## src/hdl/poac_pkg.sv

```systemverilog
// Shared types and constants for the path ORAM access controller.
`timescale 1ns / 1ps
package poac_pkg;

  localparam logic [1:0] ST_HIT  = 2'd0;
  localparam logic [1:0] ST_NEW  = 2'd1;
  localparam logic [1:0] ST_MISS = 2'd2;
  localparam logic [1:0] ST_OVF  = 2'd3;

  typedef struct packed {
    logic        req_type;
    logic [3:0]  blk_id;
    logic [63:0] write_data;
    logic [3:0]  fresh_leaf;
  } req_t;

  typedef struct packed {
    logic [63:0] prev_data;
    logic [1:0]  status;
  } rsp_t;

  typedef enum logic [3:0] {
    S_IDLE,
    S_FETCH_CHK,
    S_FETCH_WR,
    S_LOOK_RD,
    S_LOOK_CMP,
    S_UPDATE,
    S_EV_RD,
    S_EV_PROC,
    S_DONE
  } state_t;

  typedef struct packed {
    logic load;
    logic fetch_read;
    logic fetch_push;
    logic fetch_adv;
    logic look_read;
    logic look_hit;
    logic look_next;
    logic update;
    logic ev_read;
    logic ev_end_level;
    logic ev_proc;
  } cmd_t;

  typedef struct packed {
    logic slot_valid;
    logic fetch_last;
    logic look_end;
    logic look_match;
    logic ev_end;
    logic level_zero;
  } sts_t;

endpackage

```

## src/hdl/poac_ctrl.sv

```systemverilog
// Sequencing state machine for the path ORAM access controller.
`timescale 1ns / 1ps
module poac_ctrl
  import poac_pkg::*;
(
  input  logic   clk,
  input  logic   rst,
  input  logic   start,
  input  sts_t   sts,
  output cmd_t   cmd,
  output logic   busy,
  output logic   done
);

  state_t state, state_next;

  always_ff @(posedge clk) begin
    if (rst) begin
      state <= S_IDLE;
    end else begin
      state <= state_next;
    end
  end

  always_comb begin
    state_next = state;
    case (state)
      S_IDLE: begin
        if (start) state_next = S_FETCH_CHK;
      end
      S_FETCH_CHK: begin
        if (sts.slot_valid) state_next = S_FETCH_WR;
        else if (sts.fetch_last) state_next = S_LOOK_RD;
      end
      S_FETCH_WR: begin
        state_next = sts.fetch_last ? S_LOOK_RD : S_FETCH_CHK;
      end
      S_LOOK_RD: begin
        state_next = sts.look_end ? S_UPDATE : S_LOOK_CMP;
      end
      S_LOOK_CMP: begin
        state_next = sts.look_match ? S_UPDATE : S_LOOK_RD;
      end
      S_UPDATE: state_next = S_EV_RD;
      S_EV_RD: begin
        if (!sts.ev_end) state_next = S_EV_PROC;
        else if (sts.level_zero) state_next = S_DONE;
      end
      S_EV_PROC: state_next = S_EV_RD;
      S_DONE: state_next = S_IDLE;
      default: state_next = S_IDLE;
    endcase
  end

  always_comb begin
    cmd  = '0;
    busy = 1'b1;
    done = 1'b0;
    case (state)
      S_IDLE: begin
        busy     = 1'b0;
        cmd.load = start;
      end
      S_FETCH_CHK: begin
        cmd.fetch_read = sts.slot_valid;
        cmd.fetch_adv  = !sts.slot_valid;
      end
      S_FETCH_WR: begin
        cmd.fetch_push = 1'b1;
        cmd.fetch_adv  = 1'b1;
      end
      S_LOOK_RD: cmd.look_read = !sts.look_end;
      S_LOOK_CMP: begin
        cmd.look_hit  = sts.look_match;
        cmd.look_next = !sts.look_match;
      end
      S_UPDATE: cmd.update = 1'b1;
      S_EV_RD: begin
        cmd.ev_read      = !sts.ev_end;
        cmd.ev_end_level = sts.ev_end;
      end
      S_EV_PROC: cmd.ev_proc = 1'b1;
      S_DONE: done = 1'b1;
      default: busy = 1'b1;
    endcase
  end

endmodule

```

## config.mk

```make
export PLATFORM = sky130hd
export DESIGN_NAME = poac_ctrl
export DESIGN_NICKNAME = d
export VERILOG_FILES = /design/src/hdl/poac_pkg.sv /design/src/hdl/poac_ctrl.sv
export SDC_FILE = /design/constraint.sdc
export NUM_CORES = 1
export LEC_CHECK = 0
export BUFFER_PORTS_ARGS = -buffer_cell sky130_fd_sc_hd__buf_2
export CAP_MARGIN = 10
export CELL_PAD_IN_SITES_DETAIL_PLACEMENT = 2
export CELL_PAD_IN_SITES_GLOBAL_PLACEMENT = 2
export CORE_MARGIN = 2
export CORE_UTILIZATION = 21
export DETAILED_ROUTE_END_ITERATION = 10
export PLACE_DENSITY_LB_ADDON = 0.3
export SLEW_MARGIN = 20
export SYNTH_ARGS = -nofsm -noshare
export SYNTH_HDL_FRONTEND = slang
export SYNTH_SLANG_ARGS = --single-unit
```

## constraint.sdc

```tcl
create_clock -name clk -period 1.75 [get_ports clk]
set_clock_uncertainty 0.2 [all_clocks]
set_input_delay 0.2625 -clock clk [delete_from_list [all_inputs] [get_ports clk]]
set_output_delay 0.2625 -clock clk [all_outputs]
set_load 0.01 [all_outputs]
```

=== Word-level counts from Yosys, hierarchy flattened ===
Index checks and enable logic that the tools add are counted.
Widths: inputs -> output; s select.

* Bits in registers: 4
* Output and inout port bits: 13
* Input bits: 9
* Logic and storage cells: 39

* Reductions and logical operators: 7
* Muxes and demuxes: 20
* Equality and inequality tests: 11

{| class="wikitable"
|+ Operators with widths
! operator !! number
|-
| $pmux 4 s7 || 1
|-
| $mux 4 || 5
|-
| $eq 4x3->1 const B || 4
|-
| $mux 1 || 9
|-
| $eq 4x2->1 const B || 2
|-
| $mux 2 || 3
|-
| $ne 3x3->1 const B || 2
|-
| $eq 4x1->1 const B || 1
|-
| $eq 4x4->1 const B || 1
|-
| $logic_not 1->1 || 4
|-
| $logic_not 4->1 || 1
|-
| $mux 3 || 1
|-
| $reduce_and 3->1 || 1
|-
| $ne 2x2->1 const B || 1
|-
| $pmux 1 s2 || 1
|-
| $reduce_or 2->1 || 1
|}

=== Longest topological paths before layout ===
* Depth after elaboration: 3
* Gate-level depth with buffers: 5
* Mapped depth without buffers: 4

=== Worst setup path after synthesis ===
Ideal clock, no wire load.

* Path kind: register -> output
* Start point: reg state[1]
* End point: out cmd[6] (netlist bit)
* Data required time: 1.287 ns
* Stages on the path, launching flop included: 4
* Data arrival time: 1.023 ns
* Setup slack: 0.264 ns
* Path buffers: 1
* Cells stage by stage: dfxtp_1 > buf_2 > nand2_1 > nor4_1

{| class="wikitable"
|+ RTL lines
! element !! line !! RTL
|-
| start: declaration || poac_ctrl.sv:15 || <nowiki>state_t state, state_next;</nowiki>
|-
| start signal: assignment || poac_ctrl.sv:21 || <nowiki>state <= state_next;</nowiki>
|-
| end: declaration || poac_ctrl.sv:10 || <nowiki>output cmd_t cmd,</nowiki>
|}

==> impl_results.md <==
- Minimum clock period: 1.68 ns
- Primary FF master, synth: dfxtp_1
- Yosys cell types: 29
- Post-Route WL: 1370 um
- Clock sinks: 4
- FF+latch area: 88.8 um2
- Total number of vias: 472
- Syn_area_per_cell: 7.51 um2
- Syn Nets: 62
- Global route overflow: 0
- Post-CTS Hold Buffers: 0
- Total track usage: 0.145
- Worst-Skew Late Latency: 0.24 ns
- Initial DRT Pass Iterations: 2
- Maximum vdd drop: 0.403 mV
- Count leader, synth: dfxtp_1
- Design area: 591 um2
- Worst reg2reg setup slack: 0.24 ns
- YS warnings: 0
- Finished Core Util: 0.338
- Mapped cell area: 398 um2
- CP Data Required Time: 1.29 ns
- Largest registers: state: 4 flops
- Pwr dens: 659 nW/um2
- Seq/Total Area, Yosys: 0.201
- Die area: 2260 um2
- Final hold viol count: 0
- Worst Hold End: state[2]
- CTS root buf: clkbuf_4
- Initial antenna violation count: 0
- Routed WL per cell: 13.3 um
- CP Launch Type: flop
- Setup Viol. Count Final: 0
- Share of flip-flops with an asynchronous set or reset: 0
- Yosys top cell area share: 0.201
- Final ANT Viol Nets: 0
- H-tree depth: 1
- Ports: 22
- Share of cells above drive strength 1: 0.513
- Via-per-instance ratio: 4.58
- Detailed Place HPWL: 1050 um
- RR Endpoint: state[0]
- Num CTS Buffers: 3
- Clock transition at the registers of the reported paths: 0.04 ns
- Inserted Diodes: 0
- IO Port Bufs: 21
- Routability cong.: 0.793
- Mapped Cells: 53
- CTS Buffer Depth: 2
- Critical path class: reg2out
- Placed inst area: 531 um2
- Slew HR: 0.783
- Largest net degree at the start of global routing: 12
- Reg with most FFs: state
- Fillers: 216
- Number of cells on the worst hold path: 2
- Iteration-0 DRC Markers: 2
- Max reg flops: 4
- Setup TNS: 0 ns
- Worst hold path class: in2reg
- Pwr Total: 0.000389 W
- FF-to-FF Start: state[0]
- RSZ-0062 raised after global routing: true
- Vias in the first global route: 468
- Site Rows: 15
- Reg2Reg Depth: 4
- Crit path max fanout: 11
- P_leak: 0.296 nW
- Area leader, netlist: dfxtp_1
- CTS tree: built
- Chip Width: 47.5 um
- Hold Path Origin: rst
- Max Cap Violations: 0
- Slew Limit Fails: 0
- Max Freq: 0.596 GHz
- Area of the multi-input gates: 298 um2
- Nets: 89
- Setup crit end kind: primary output
- FF+latch count, synth: 4
- DR DRC count: 0
- Placeable Area: 1750 um2
- Worst Max-Slew Pin Slew: 0.324 ns
- Starting Density: 0.228
- Largest cells by area after synthesis: dfxtp_1 20%, and2b_1 5.7%, nor3_2 5.0%
- CP arrival: 1.22 ns
- EDFF count, synth: 0
- Fin crit share: 0.959
- First-pass GRT wire length: 2220 um
- Die height: 47.5 um
- Area grow syn2layout: 48.4%
- Outcome: complete, no violations
cells in the final DEF, fill, tap and decap left out, types with 2 or more instances in the layout:
master    instances
buf_2            21
buf_4             5
nand2b_1          3
nand2_1           3
nor4_1            3
and3_1            3
a21oi_1           3
clkbuf_4          3
inv_1             2
nor2_1            2
nor3_1            2
nor3_2            2
o21ai_1           2
nor3b_1           2
and2b_1           2
dfxtp_4           2
worst max-delay path: stages, from the launching register on:
cell and delay [ns]:
dfxtp_4 0.40, and2b_2 0.26, a21oi_2 0.12, nor3_2 0.06, buf_2 0.14
final cells by class:
type,instances,area share
multi-input combinational,43,0.504
timing repair buffer,26,0.242
sequential,4,0.150
tap,25,0.0530
clock buffer,3,0.0381
inverter,2,0.0127
power breakdown:
part           switching, W  internal [W]
combinational     0.0000729     0.0000776
clock             0.0000410     0.0000769
sequential        0.0000193      0.000101
total              0.000133      0.000256
logic make-up after synthesis:
family / count (synthesis) / share of synthesized area
and+or+nand+nor: 30 / 0.491
DFF: 4 / 0.201
AOI/OAI and AO/OA: 12 / 0.198
muxes: 1 / 0.0252
buffers and inverters: 6 / 0.0849
per-layer routing:
metal / global-route usage / routed length (um) / vias up
li1: - / - / 242
met1: 0.180 / 638 / 215
met2: 0.224 / 659 / 15
met3: 0.0491 / 75 / 0
met4: 0.0667 / 0 / 0
met5: 0 / 0 / -
how the worst max path moves through the flow:
stage | start | end | cells past startpoint
final | state[0] | cmd[7] | 4
after global routing | state[0] | cmd[7] | 4
after CTS | state[2] | cmd[10] | 4
after detailed placement | state[0] | state[0] | 4
after global placement | state[0] | state[0] | 4
after floorplan | state[1] | cmd[6] | 3
timing repair:
| action | 4_1_cts | 5_1_grt |
|---|---|---|
| buffers inserted | 0 | 2 |
| resized for setup | 4 | 5 |
| setup endpoints to repair | 7 | 6 |
metrics by stage:
| stage | hold slack (ns) | setup WS (ns) | cells |
|---|---|---|---|
| global placement | 0.304 | 0.159 | 98 |
| finish | 0.0441 | 0.0716 | 103 |
| detailed placement | 0.302 | 0.114 | 98 |
| global route | 0.0402 | -0.00203 | 103 |
| CTS | 0.0367 | 0.0238 | 101 |
| floorplan | 0.132 | 0.264 | 53 |
Power figures use the tool's default switching activity.
